## src/md5hc_pkg.sv

```systemverilog
package md5hc_pkg;

    // iteration counter width
    localparam int COUNT_BITS = 16;
    localparam int FOLD_BYTES = 8;

    typedef logic [COUNT_BITS-1:0] t_count;

    // md5 initial chaining words
    localparam logic [31:0] IV_A = 32'h67452301;
    localparam logic [31:0] IV_B = 32'hefcdab89;
    localparam logic [31:0] IV_C = 32'h98badcfe;
    localparam logic [31:0] IV_D = 32'h10325476;

    // fixed message words of the single padded block
    localparam logic [31:0] MSG_PAD = 32'h00000080;
    localparam logic [31:0] MSG_LEN = 32'(FOLD_BYTES * 8);

    // last round of one compression
    localparam logic [5:0] LAST_ROUND = 6'd63;

    // round function groups
    localparam logic [1:0] GRP_F = 2'd0;
    localparam logic [1:0] GRP_G = 2'd1;
    localparam logic [1:0] GRP_H = 2'd2;
    localparam logic [1:0] GRP_I = 2'd3;

    // commands from controller to datapath
    typedef struct packed {
        logic load;
        logic run_round;
        logic fold;
        logic out_load;
    } t_dp_cmd;

    // status from datapath to controller
    typedef struct packed {
        logic count_zero;
        logic count_one;
        logic last_round;
    } t_dp_sts;

    // additive round constants
    function automatic logic [31:0] round_k(input logic [5:0] idx);
        logic [31:0] k;
        unique case (idx)
            6'd0:  k = 32'hd76aa478;  6'd1:  k = 32'he8c7b756;
            6'd2:  k = 32'h242070db;  6'd3:  k = 32'hc1bdceee;
            6'd4:  k = 32'hf57c0faf;  6'd5:  k = 32'h4787c62a;
            6'd6:  k = 32'ha8304613;  6'd7:  k = 32'hfd469501;
            6'd8:  k = 32'h698098d8;  6'd9:  k = 32'h8b44f7af;
            6'd10: k = 32'hffff5bb1;  6'd11: k = 32'h895cd7be;
            6'd12: k = 32'h6b901122;  6'd13: k = 32'hfd987193;
            6'd14: k = 32'ha679438e;  6'd15: k = 32'h49b40821;
            6'd16: k = 32'hf61e2562;  6'd17: k = 32'hc040b340;
            6'd18: k = 32'h265e5a51;  6'd19: k = 32'he9b6c7aa;
            6'd20: k = 32'hd62f105d;  6'd21: k = 32'h02441453;
            6'd22: k = 32'hd8a1e681;  6'd23: k = 32'he7d3fbc8;
            6'd24: k = 32'h21e1cde6;  6'd25: k = 32'hc33707d6;
            6'd26: k = 32'hf4d50d87;  6'd27: k = 32'h455a14ed;
            6'd28: k = 32'ha9e3e905;  6'd29: k = 32'hfcefa3f8;
            6'd30: k = 32'h676f02d9;  6'd31: k = 32'h8d2a4c8a;
            6'd32: k = 32'hfffa3942;  6'd33: k = 32'h8771f681;
            6'd34: k = 32'h6d9d6122;  6'd35: k = 32'hfde5380c;
            6'd36: k = 32'ha4beea44;  6'd37: k = 32'h4bdecfa9;
            6'd38: k = 32'hf6bb4b60;  6'd39: k = 32'hbebfbc70;
            6'd40: k = 32'h289b7ec6;  6'd41: k = 32'heaa127fa;
            6'd42: k = 32'hd4ef3085;  6'd43: k = 32'h04881d05;
            6'd44: k = 32'hd9d4d039;  6'd45: k = 32'he6db99e5;
            6'd46: k = 32'h1fa27cf8;  6'd47: k = 32'hc4ac5665;
            6'd48: k = 32'hf4292244;  6'd49: k = 32'h432aff97;
            6'd50: k = 32'hab9423a7;  6'd51: k = 32'hfc93a039;
            6'd52: k = 32'h655b59c3;  6'd53: k = 32'h8f0ccc92;
            6'd54: k = 32'hffeff47d;  6'd55: k = 32'h85845dd1;
            6'd56: k = 32'h6fa87e4f;  6'd57: k = 32'hfe2ce6e0;
            6'd58: k = 32'ha3014314;  6'd59: k = 32'h4e0811a1;
            6'd60: k = 32'hf7537e82;  6'd61: k = 32'hbd3af235;
            6'd62: k = 32'h2ad7d2bb;  6'd63: k = 32'heb86d391;
            default: k = 32'h0;
        endcase
        return k;
    endfunction

    // left rotate amount, by group and position in group of four
    function automatic logic [4:0] rot_amt(input logic [5:0] idx);
        logic [4:0] s;
        unique case ({idx[5:4], idx[1:0]})
            4'd0:  s = 5'd7;   4'd1:  s = 5'd12;  4'd2:  s = 5'd17;  4'd3:  s = 5'd22;
            4'd4:  s = 5'd5;   4'd5:  s = 5'd9;   4'd6:  s = 5'd14;  4'd7:  s = 5'd20;
            4'd8:  s = 5'd4;   4'd9:  s = 5'd11;  4'd10: s = 5'd16;  4'd11: s = 5'd23;
            4'd12: s = 5'd6;   4'd13: s = 5'd10;  4'd14: s = 5'd15;  4'd15: s = 5'd21;
            default: s = 5'd0;
        endcase
        return s;
    endfunction

    // message word index used by a round
    function automatic logic [3:0] msg_sel(input logic [5:0] idx);
        logic [3:0] i4;
        logic [3:0] g;
        i4 = idx[3:0];
        unique case (idx[5:4])
            GRP_F:   g = i4;
            GRP_G:   g = 4'(i4 * 4'd5 + 4'd1);
            GRP_H:   g = 4'(i4 * 4'd3 + 4'd5);
            GRP_I:   g = 4'(i4 * 4'd7);
            default: g = i4;
        endcase
        return g;
    endfunction

    // 32-bit left rotate
    function automatic logic [31:0] rotl32(input logic [31:0] x, input logic [4:0] s);
        logic [63:0] dbl;
        dbl = {x, x} << s;
        return dbl[63:32];
    endfunction

    // byte reversal of a word
    function automatic logic [31:0] bswap32(input logic [31:0] x);
        return {x[7:0], x[15:8], x[23:16], x[31:24]};
    endfunction

endpackage

```

## src/md5hc_dpath.sv

```systemverilog
module md5hc_dpath (
    input  logic                  i_clk,
    input  logic                  i_rst_n,
    input  logic [63:0]           i_start_value,
    input  logic [15:0]           i_iteration_count,
    input  md5hc_pkg::t_dp_cmd    i_cmd,
    output md5hc_pkg::t_dp_sts    o_sts,
    output logic [63:0]           o_chain_value
);

    // message word slots that are not zero
    localparam logic [3:0] MSG_IDX_HI  = 4'd0;
    localparam logic [3:0] MSG_IDX_LO  = 4'd1;
    localparam logic [3:0] MSG_IDX_PAD = 4'd2;
    localparam logic [3:0] MSG_IDX_LEN = 4'd14;

    logic [63:0]          r_value;
    md5hc_pkg::t_count    r_count;
    logic [5:0]           r_round;
    logic [31:0]          r_a, r_b, r_c, r_d;
    logic [63:0]          r_out;

    logic [31:0]          f_val;
    logic [31:0]          m_val;
    logic [31:0]          sum;
    logic [31:0]          n_b;
    logic [31:0]          fold_lo, fold_hi;
    logic [63:0]          n_value;

    // round function
    always_comb begin
        unique case (r_round[5:4])
            md5hc_pkg::GRP_F: f_val = (r_b & r_c) | (~r_b & r_d);
            md5hc_pkg::GRP_G: f_val = (r_d & r_b) | (~r_d & r_c);
            md5hc_pkg::GRP_H: f_val = r_b ^ r_c ^ r_d;
            md5hc_pkg::GRP_I: f_val = r_c ^ (r_b | ~r_d);
            default:          f_val = r_b ^ r_c ^ r_d;
        endcase
    end

    // message word for this round, bytes taken little-endian from the value
    always_comb begin
        unique case (md5hc_pkg::msg_sel(r_round))
            MSG_IDX_HI:  m_val = md5hc_pkg::bswap32(r_value[63:32]);
            MSG_IDX_LO:  m_val = md5hc_pkg::bswap32(r_value[31:0]);
            MSG_IDX_PAD: m_val = md5hc_pkg::MSG_PAD;
            MSG_IDX_LEN: m_val = md5hc_pkg::MSG_LEN;
            default:     m_val = 32'h0;
        endcase
    end

    // one md5 step
    assign sum = r_a + f_val + md5hc_pkg::round_k(r_round) + m_val;
    assign n_b = r_b + md5hc_pkg::rotl32(sum, md5hc_pkg::rot_amt(r_round));

    // digest halves folded together, first digest byte most significant
    assign fold_lo = (md5hc_pkg::IV_A + r_a) ^ (md5hc_pkg::IV_C + r_c);
    assign fold_hi = (md5hc_pkg::IV_B + r_b) ^ (md5hc_pkg::IV_D + r_d);
    assign n_value = {md5hc_pkg::bswap32(fold_lo), md5hc_pkg::bswap32(fold_hi)};

    // iteration and round counters
    always_ff @(posedge i_clk) begin
        if (!i_rst_n) begin
            r_count <= '0;
            r_round <= '0;
        end else if (i_cmd.load) begin
            r_count <= md5hc_pkg::t_count'(i_iteration_count);
            r_round <= '0;
        end else if (i_cmd.run_round) begin
            r_round <= r_round + 6'd1;
        end else if (i_cmd.fold) begin
            r_count <= r_count - md5hc_pkg::t_count'(1);
            r_round <= '0;
        end
    end

    // chain value and working words
    always_ff @(posedge i_clk) begin
        if (i_cmd.load) begin
            r_value <= i_start_value;
            r_a     <= md5hc_pkg::IV_A;
            r_b     <= md5hc_pkg::IV_B;
            r_c     <= md5hc_pkg::IV_C;
            r_d     <= md5hc_pkg::IV_D;
        end else if (i_cmd.run_round) begin
            r_a <= r_d;
            r_b <= n_b;
            r_c <= r_b;
            r_d <= r_c;
        end else if (i_cmd.fold) begin
            r_value <= n_value;
            r_a     <= md5hc_pkg::IV_A;
            r_b     <= md5hc_pkg::IV_B;
            r_c     <= md5hc_pkg::IV_C;
            r_d     <= md5hc_pkg::IV_D;
        end
    end

    // output register
    always_ff @(posedge i_clk) begin
        if (i_cmd.out_load) begin
            r_out <= r_value;
        end
    end

    assign o_sts.count_zero = (r_count == '0);
    assign o_sts.count_one  = (r_count == md5hc_pkg::t_count'(1));
    assign o_sts.last_round = (r_round == md5hc_pkg::LAST_ROUND);
    assign o_chain_value    = r_out;

endmodule

```

## src/md5hc_ctrl.sv

```systemverilog
module md5hc_ctrl (
    input  logic                  i_clk,
    input  logic                  i_rst_n,
    input  logic                  i_in_valid,
    output logic                  o_in_stall,
    output logic                  o_out_valid,
    input  logic                  i_out_stall,
    output md5hc_pkg::t_dp_cmd    o_cmd,
    input  md5hc_pkg::t_dp_sts    i_sts
);

    typedef enum logic [2:0] {
        S_IDLE,
        S_CHECK,
        S_RUN,
        S_FOLD,
        S_DONE
    } t_state;

    t_state r_state, n_state;
    logic   r_out_valid, n_out_valid;
    logic   out_free;

    // output register can take a new result this cycle
    assign out_free = !r_out_valid || !i_out_stall;

    // next state and datapath commands
    always_comb begin
        n_state = r_state;
        o_cmd   = '0;
        unique case (r_state)
            S_IDLE: begin
                if (i_in_valid) begin
                    o_cmd.load = 1'b1;
                    n_state    = S_CHECK;
                end
            end
            S_CHECK: begin
                n_state = i_sts.count_zero ? S_DONE : S_RUN;
            end
            S_RUN: begin
                o_cmd.run_round = 1'b1;
                if (i_sts.last_round) begin
                    n_state = S_FOLD;
                end
            end
            S_FOLD: begin
                o_cmd.fold = 1'b1;
                n_state    = i_sts.count_one ? S_DONE : S_RUN;
            end
            S_DONE: begin
                if (out_free) begin
                    o_cmd.out_load = 1'b1;
                    n_state        = S_IDLE;
                end
            end
            default: begin
                n_state = S_IDLE;
            end
        endcase
    end

    // output valid: set on load, cleared when the result is taken
    always_comb begin
        if (o_cmd.out_load) begin
            n_out_valid = 1'b1;
        end else if (r_out_valid && !i_out_stall) begin
            n_out_valid = 1'b0;
        end else begin
            n_out_valid = r_out_valid;
        end
    end

    // state and registered outputs
    always_ff @(posedge i_clk) begin
        if (!i_rst_n) begin
            r_state     <= S_IDLE;
            r_out_valid <= 1'b0;
        end else begin
            r_state     <= n_state;
            r_out_valid <= n_out_valid;
        end
    end

    assign o_in_stall  = (r_state != S_IDLE);
    assign o_out_valid = r_out_valid;

endmodule

```

## src/md5_fold_hash_chain_core.sv

```systemverilog
// md5 hash chain core: repeated md5-and-fold of a 64-bit chain value
//
// input channel: i_in_valid / o_in_stall carry a request of i_start_value and
// i_iteration_count. a request is taken when valid is high and stall is low.
// output channel: o_out_valid / i_out_stall carry o_chain_value.
// each iteration runs the 64 md5 rounds, one round per cycle through a single
// round unit, then folds the digest into the next chain value. a count of
// zero runs no iteration and returns the start value as the result.
// one request is worked on at a time; the next one is accepted as soon as
// the previous result sits in the output register, even if not yet taken.
// a stalled result holds in the output register; a finished result waits
// in the core until the output register is free, and no new request is
// accepted meanwhile.
// reset (synchronous, active low) returns the core to idle and drops
// o_out_valid; no request is in flight afterwards.
module md5_fold_hash_chain_core (
    input  logic        i_clk,
    input  logic        i_rst_n,
    input  logic        i_in_valid,
    output logic        o_in_stall,
    input  logic [63:0] i_start_value,
    input  logic [15:0] i_iteration_count,
    output logic        o_out_valid,
    input  logic        i_out_stall,
    output logic [63:0] o_chain_value
);

    md5hc_pkg::t_dp_cmd cmd;
    md5hc_pkg::t_dp_sts sts;

    // sequencer
    md5hc_ctrl u_ctrl (
        .i_clk       (i_clk),
        .i_rst_n     (i_rst_n),
        .i_in_valid  (i_in_valid),
        .o_in_stall  (o_in_stall),
        .o_out_valid (o_out_valid),
        .i_out_stall (i_out_stall),
        .o_cmd       (cmd),
        .i_sts       (sts)
    );

    // round unit, fold and output register
    md5hc_dpath u_dpath (
        .i_clk             (i_clk),
        .i_rst_n           (i_rst_n),
        .i_start_value     (i_start_value),
        .i_iteration_count (i_iteration_count),
        .i_cmd             (cmd),
        .o_sts             (sts),
        .o_chain_value     (o_chain_value)
    );

endmodule

```

## config.mk

```make
export PLATFORM = sky130hd
export DESIGN_NAME = md5_fold_hash_chain_core
export DESIGN_NICKNAME = d
export VERILOG_FILES = /design/src/md5hc_pkg.sv /design/src/md5hc_dpath.sv /design/src/md5hc_ctrl.sv /design/src/md5_fold_hash_chain_core.sv
export SDC_FILE = /design/constraint.sdc
export NUM_CORES = 1
export LEC_CHECK = 0
export ABC_AREA = 1
export BUFFER_PORTS_ARGS = -buffer_cell sky130_fd_sc_hd__buf_4
export CORE_MARGIN = 4
export CORE_UTILIZATION = 50
export DETAILED_ROUTE_END_ITERATION = 10
export PLACE_DENSITY = 0.67
export SLEW_MARGIN = 5
export SYNTH_ARGS = -nofsm -noshare
export SYNTH_HDL_FRONTEND = slang
export SYNTH_SLANG_ARGS = --single-unit
```

## constraint.sdc

```tcl
create_clock -name i_clk -period 10.3 [get_ports i_clk]
set_input_delay 1.03 -clock i_clk [delete_from_list [all_inputs] [get_ports i_clk]]
set_output_delay 1.03 -clock i_clk [all_outputs]
set_load 0.03 [all_outputs]
```

==> results of run 1 <==
cells by family after synthesis:
family,Yosys count,synth area share
adder cells (fa/ha/maj),162,0.0944
AO/OA/AOI/OAI,916,0.207
AND/OR/NAND/NOR,1590,0.254
flip-flops,319,0.288
buffers and inverters,677,0.0982
XOR/XNOR,174,0.0575
multiplexers,5,0.00188
worst max path at each step:
| stage | from | to | slack, ns |
|---|---|---|---|
| CTS | u_dpath.r_round[0] | u_dpath.r_b[24] | 0.91 |
| detailed placement | u_dpath.r_round[0] | u_dpath.r_b[24] | 0.94 |
| global placement | u_dpath.r_round[0] | u_dpath.r_b[22] | 1.01 |
| finish | u_dpath.r_round[0] | u_dpath.r_b[22] | 0.94 |
| global route | u_dpath.r_round[0] | u_dpath.r_b[24] | 0.02 |
| floorplan | u_dpath.r_round[0] | u_dpath.r_b[20] | 2.44 |
per-stage QoR:
stage / util / cells / instance area [µm²] / setup slack (ns)
after floorplan: - / 3843 / 26600 / 2.44
after global placement: 0.536 / 4534 / 28200 / 1.01
after detailed placement: 0.536 / 4534 / 28200 / 0.935
after CTS: 0.560 / 4604 / 29500 / 0.910
after global routing: 0.561 / 4607 / 29500 / 0.0209
final: 0.561 / 4608 / 29500 / 0.937
worst max-delay path, delay by kind of cell, from the launching register on:
kind	cells	cell delay, ns
AOI/OAI and AO/OA	8	1.64
buffers and inverters	8	1.04
and+or+nand+nor	30	2.93
adders and majority gates	8	2.58
xor gates and xnor gates	2	0.49
DFF	1	0.50
per-layer routing:
layer  GRT usage  vias up  part of all wire
met5           0        -                 0
met4       0.166        0             0.057
met1       0.451    12800              0.41
li1            -    13000                 -
met2       0.538     1398              0.45
met3      0.0436      290             0.082
cell usage in the layout, fill, tap and decap left out, types with 7 or more instances in the layout:
cell and instances:
a22o_1 30, dfxtp_1 191, o21bai_1 10, xnor2_1 41, nand3_2 8, nor2_2 17
a21oi_1 277, o22ai_1 59, nor2_1 235, a211oi_1 21, inv_2 25, nand3_1 289
o211ai_1 47, o21ai_2 17, a22oi_1 19, o21ai_1 18, o21ai_0 295, ha_1 97
or2_2 17, inv_1 465, buf_4 183, a31oi_1 15, xor2_1 132, fa_1 65
a311oi_1 15, edfxtp_1 128, o311ai_0 10, nand2_1 917, o221ai_1 11, nand2_2 12
clkbuf_1 11, nand4_1 24, o31ai_1 11, nor3_1 41, clkbuf_16 40, a21oi_2 7
final cells by class:
| cell class | instances | area, µm² | share of cell area |
|---|---|---|---|
| inverter | 497 | 1870 | 0.0633 |
| clock buffer | 55 | 1100 | 0.0371 |
| tap | 688 | 861 | 0.0291 |
| multi-input combinational | 2847 | 16400 | 0.555 |
| clock inverter | 15 | 205 | 0.00694 |
| sequential | 319 | 7670 | 0.259 |
| timing repair buffer | 186 | 1430 | 0.0485 |
| antenna | 1 | 2.50 | 0.0000847 |
repair_timing:
action                                  CTS  global route
resized for setup                         0             2
setup buffers                             0             3
endpoints found under the setup margin    0             3
==> flow_summary.toml, run 1 <==
[place]
portBuffers = 149
hpwl_um = 75800
place_congestion = 1.02

[floorplanning]
rows = 84
io-pin-count = 150
start_util = 0.506
die_h_um = 239
core_area_um2 = 52700
dieArea_um2 = 57000
die_x_um = 239

[sta]
whs_ns = 0.439
relSlewSlack = 0.310
fin_tns_setup_ns = 0
post-route-period-util = 0.909
finalCriticalPeriod_ns = 9.36
rsz0062_at_grt = "no"
report.final.slew_viol_count = 0
fmax_mhz = 107
worstMarginPinSlew_ns = 1.03
final-hold-violation-count = 0
setup_viol = 0
finClkSkew_ns = 0.0224

[yosys]
synthArstFlopShare = 0
netlist_instances = 3843
synth_cell_types = 73
yosysWarnings = 0
ys_top_cells_by_count = "nand2_1, inv_1, o21ai_0"
ys_seq_elements = 319
yosysTopAreaCellShare = 0.144
ys.flop_type = "dfxtp_1"
yosysTopAreaCell = "edfxtp_1"
yosysSeqAreaShare = 0.288
syn_nets = 4089
syn_area_per_cell_um2 = 6.93
synth_area_um2 = 26600
synth-edff-count = 128
synth_area_leaders = "edfxtp_1, dfxtp_1, nand2_1"
synth_most_common_cell = "nand2_1"

[grt]
grt_pass1_vias = 25300
grt_use_total = 0.336
antenna_found_initial = 0
grt_max_degree = 96
overflow = 0
grt_first_pass_wirelength_um = 150000

[clock_network]
numCtsBuffers = 38
clk_pin_slew_worst_paths_ns = 0.06
cts_tree = "yes"
clockBufferDepth = 3
cts_sinks = 319
htreeDepth = 2
hold_buffers = 0
worstSkewPairLatency_ns = 0.57
clockRootBuffer = "clkbuf_16"

[setup_path]
path_max_fanout = 24
crit_path_end_kind = "flop"
worstPathRequired_ns = 10.72
rr_startpoint = "u_dpath.r_round[0]"
critPathKind = "reg -> reg"
slowest_delay_ns = 0.55
crit_path_top_delay_cell = "fa_1"
worst-endpoint-arrival_ns = 9.78
reg2reg_slack_ns = 0.94
cpMostUsedCell = "nand2_1"
startpoint_type = "flop"
timing.rr.end = "u_dpath.r_b[22]"
r2r_cells = 56

[route]
vias_per_cell = 5.96
drt_first_pass_iters = 8
vias = 27500
drcViolationCount = 0
finalWirelength_um = 99600
dr.first_iter.drc_count = 2905
ant_nets = 0
drt-wirelength-per-cell_um = 21.6

[min_path]
hold_depth = 0
min_to = "u_dpath.o_chain_value[44]"
worstHoldStart = "u_dpath.r_value[44]"
hold_class = "reg -> reg"

[cells_and_area]
area_growth_pct = 10.9
n_fill_cell = 5209
layout-drive-gt1-share = 0.0962
fin_nets = 4135

[run_status]
status = "complete, no violations"

[flow_run]
cap_violations = 0
Power of run 1 is left out: the tool's default activity adds up to more than one toggle a clock period on the data nets, which glitch-free logic cannot reach.
==> run 2, diff against run 1 <==
--- a/config.mk
+++ b/config.mk
@@ -9,6 +9,8 @@
 export BUFFER_PORTS_ARGS = -buffer_cell sky130_fd_sc_hd__buf_4
+export CELL_PAD_IN_SITES_DETAIL_PLACEMENT = 0
+export CELL_PAD_IN_SITES_GLOBAL_PLACEMENT = 1
 export CORE_MARGIN = 4
-export CORE_UTILIZATION = 50
+export CORE_UTILIZATION = 46
 export DETAILED_ROUTE_END_ITERATION = 10
-export PLACE_DENSITY = 0.67
+export PLACE_DENSITY_LB_ADDON = 0.1
 export SLEW_MARGIN = 5
==> constraint.sdc (replaced) <==
create_clock -name i_clk -period 10.2 [get_ports i_clk]
set_input_delay 1.02 -clock i_clk [delete_from_list [all_inputs] [get_ports i_clk]]
set_output_delay 1.02 -clock i_clk [all_outputs]
set_load 0.005 [all_outputs]
==> run 2 against run 1 <==
Global-route usage fell by 0.71 points. Worst setup slack got worse by 0.18 ns. Clock skew rose by 0.00081 ns. Critical path depth fell by 3. Non-clock buffer count fell by 4. Final cell count rose by 1.4%. Critical path type unchanged. Register-to-register slack got worse by 0.18 ns. Sequential share of layout area fell by 0.058 points.
==> flow_summary.toml, run 2 (synthesis results as in run 1) <==
[setup_path]
path_max_fanout = 25
startpoint_type = "flop"
critPathTopFamily = "simple AND/OR/NAND/NOR gates"
crit_end = "u_dpath.r_b[24]"
worst-endpoint-arrival_ns = 9.85
r2r_cells = 53
crit_path_end_kind = "flop"
crit_cells = 53
critPathKind = "reg -> reg"
critPathLaunch = "u_dpath.r_round[0]"
crit_path_top_delay_cell = "fa_1"
worstPathRequired_ns = 10.61
rr_startpoint = "u_dpath.r_round[0]"
reg2reg_slack_ns = 0.76
slowest_delay_ns = 0.55
timing.rr.end = "u_dpath.r_b[24]"
cpMostUsedCell = "nand2_1"
critPathBufInv = 7

[clock_network]
cts_setup_buffers = 0
worstSkewPairLatency_ns = 0.56
clk_pin_slew_worst_paths_ns = 0.06
numCtsBuffers = 40
cts_tree = "yes"
hold_buffers = 0
htreeDepth = 2
cts_sinks = 319
clockRootBuffer = "clkbuf_16"
clockBufferDepth = 3

[floorplanning]
die_h_um = 249
dieArea_um2 = 61800
core_area_um2 = 56800
die_x_um = 249
rows = 87
io-pin-count = 150
start_util = 0.469

[route]
drt_first_pass_iters = 6
vias = 27600
drcViolationCount = 0
vias_per_cell = 5.91
finalWirelength_um = 107000
ant_nets = 0
drt-wirelength-per-cell_um = 22.9
dr.first_iter.drc_count = 2779

[cells_and_area]
fin_nets = 4133
area_growth_pct = 11.1
n_fill_cell = 5692
n_antenna_cell = 0
final_cell_mix = "nand2_1, inv_1, o21ai_0"
design_area_um2 = 29600
layout-drive-gt1-share = 0.0965
mostFrequentLayoutCell = "nand2_1"

[place]
place_area_um2 = 28300
portBuffers = 149
hpwl_um = 81400
place_congestion = 1.01

[sta]
report.final.slew_viol_count = 0
relSlewSlack = 0.269
final-hold-violation-count = 0
finalCriticalPeriod_ns = 9.44
post-route-period-util = 0.926
fmax_mhz = 106
finClkSkew_ns = 0.0232
worstMarginPinSlew_ns = 1.10
rsz0062_at_grt = "no"
fin_tns_setup_ns = 0
setup_viol = 0

[grt]
grt_pass1_vias = 26600
grt_use_total = 0.329
antenna_found_initial = 4
grt_max_degree = 208
grt_first_pass_wirelength_um = 160000
overflow = 0

[flow_run]
cap_violations = 0

[min_path]
hold_class = "reg -> reg"

[run_status]
status = "complete, no violations"
## run 2: how the worst min path moves through the flow
stage / cells after the start / slack [ns] / endpoint / from
finish: 0 / 0.45 / u_dpath.o_chain_value[52] / u_dpath.r_value[52]
detailed placement: 0 / 0.44 / u_dpath.o_chain_value[35] / u_dpath.r_value[35]
CTS: 0 / 0.45 / u_dpath.o_chain_value[52] / u_dpath.r_value[52]
floorplan: 0 / 0.43 / u_dpath.o_chain_value[62] / u_dpath.r_value[62]
global route: 0 / 0.46 / u_dpath.o_chain_value[60] / u_dpath.r_value[60]
global placement: 0 / 0.44 / u_dpath.o_chain_value[24] / u_dpath.r_value[24]
## run 2: cell type report
class | instances | area (µm²) | area share
tap | 756 | 946 | 0.0319
sequential | 319 | 7670 | 0.259
clock inverter | 22 | 244 | 0.00824
timing repair buffer | 182 | 1390 | 0.0468
multi-input combinational | 2847 | 16400 | 0.554
inverter | 497 | 1870 | 0.0631
clock buffer | 51 | 1100 | 0.0372
## run 2: repair_timing
action,CTS,global route
endpoints found under the setup margin,0,2
resized for setup,0,2
endpoints found under the hold margin,0,0
## run 2: through the flow
| stage | std cells | util | worst slack [ns] | hold slack, ns |
|---|---|---|---|---|
| floorplan | 3843 | - | 2.34 | 0.427 |
| global route | 4674 | 0.521 | 0.0198 | 0.463 |
| finish | 4674 | 0.521 | 0.759 | 0.450 |
| CTS | 4674 | 0.521 | 0.758 | 0.454 |
| detailed placement | 4601 | 0.497 | 0.771 | 0.439 |
| global placement | 4601 | 0.497 | 0.935 | 0.439 |
## run 2: metal layers
| layer | part of all wire | up-vias | GRT usage |
|---|---|---|---|
| met5 | 0.00038 | - | 0 |
| met4 | 0.064 | 6 | 0.177 |
| met3 | 0.070 | 326 | 0.0527 |
| met2 | 0.48 | 1330 | 0.558 |
| met1 | 0.39 | 13000 | 0.401 |
| li1 | - | 13000 | - |
Power of run 2 is left out for the same reason.
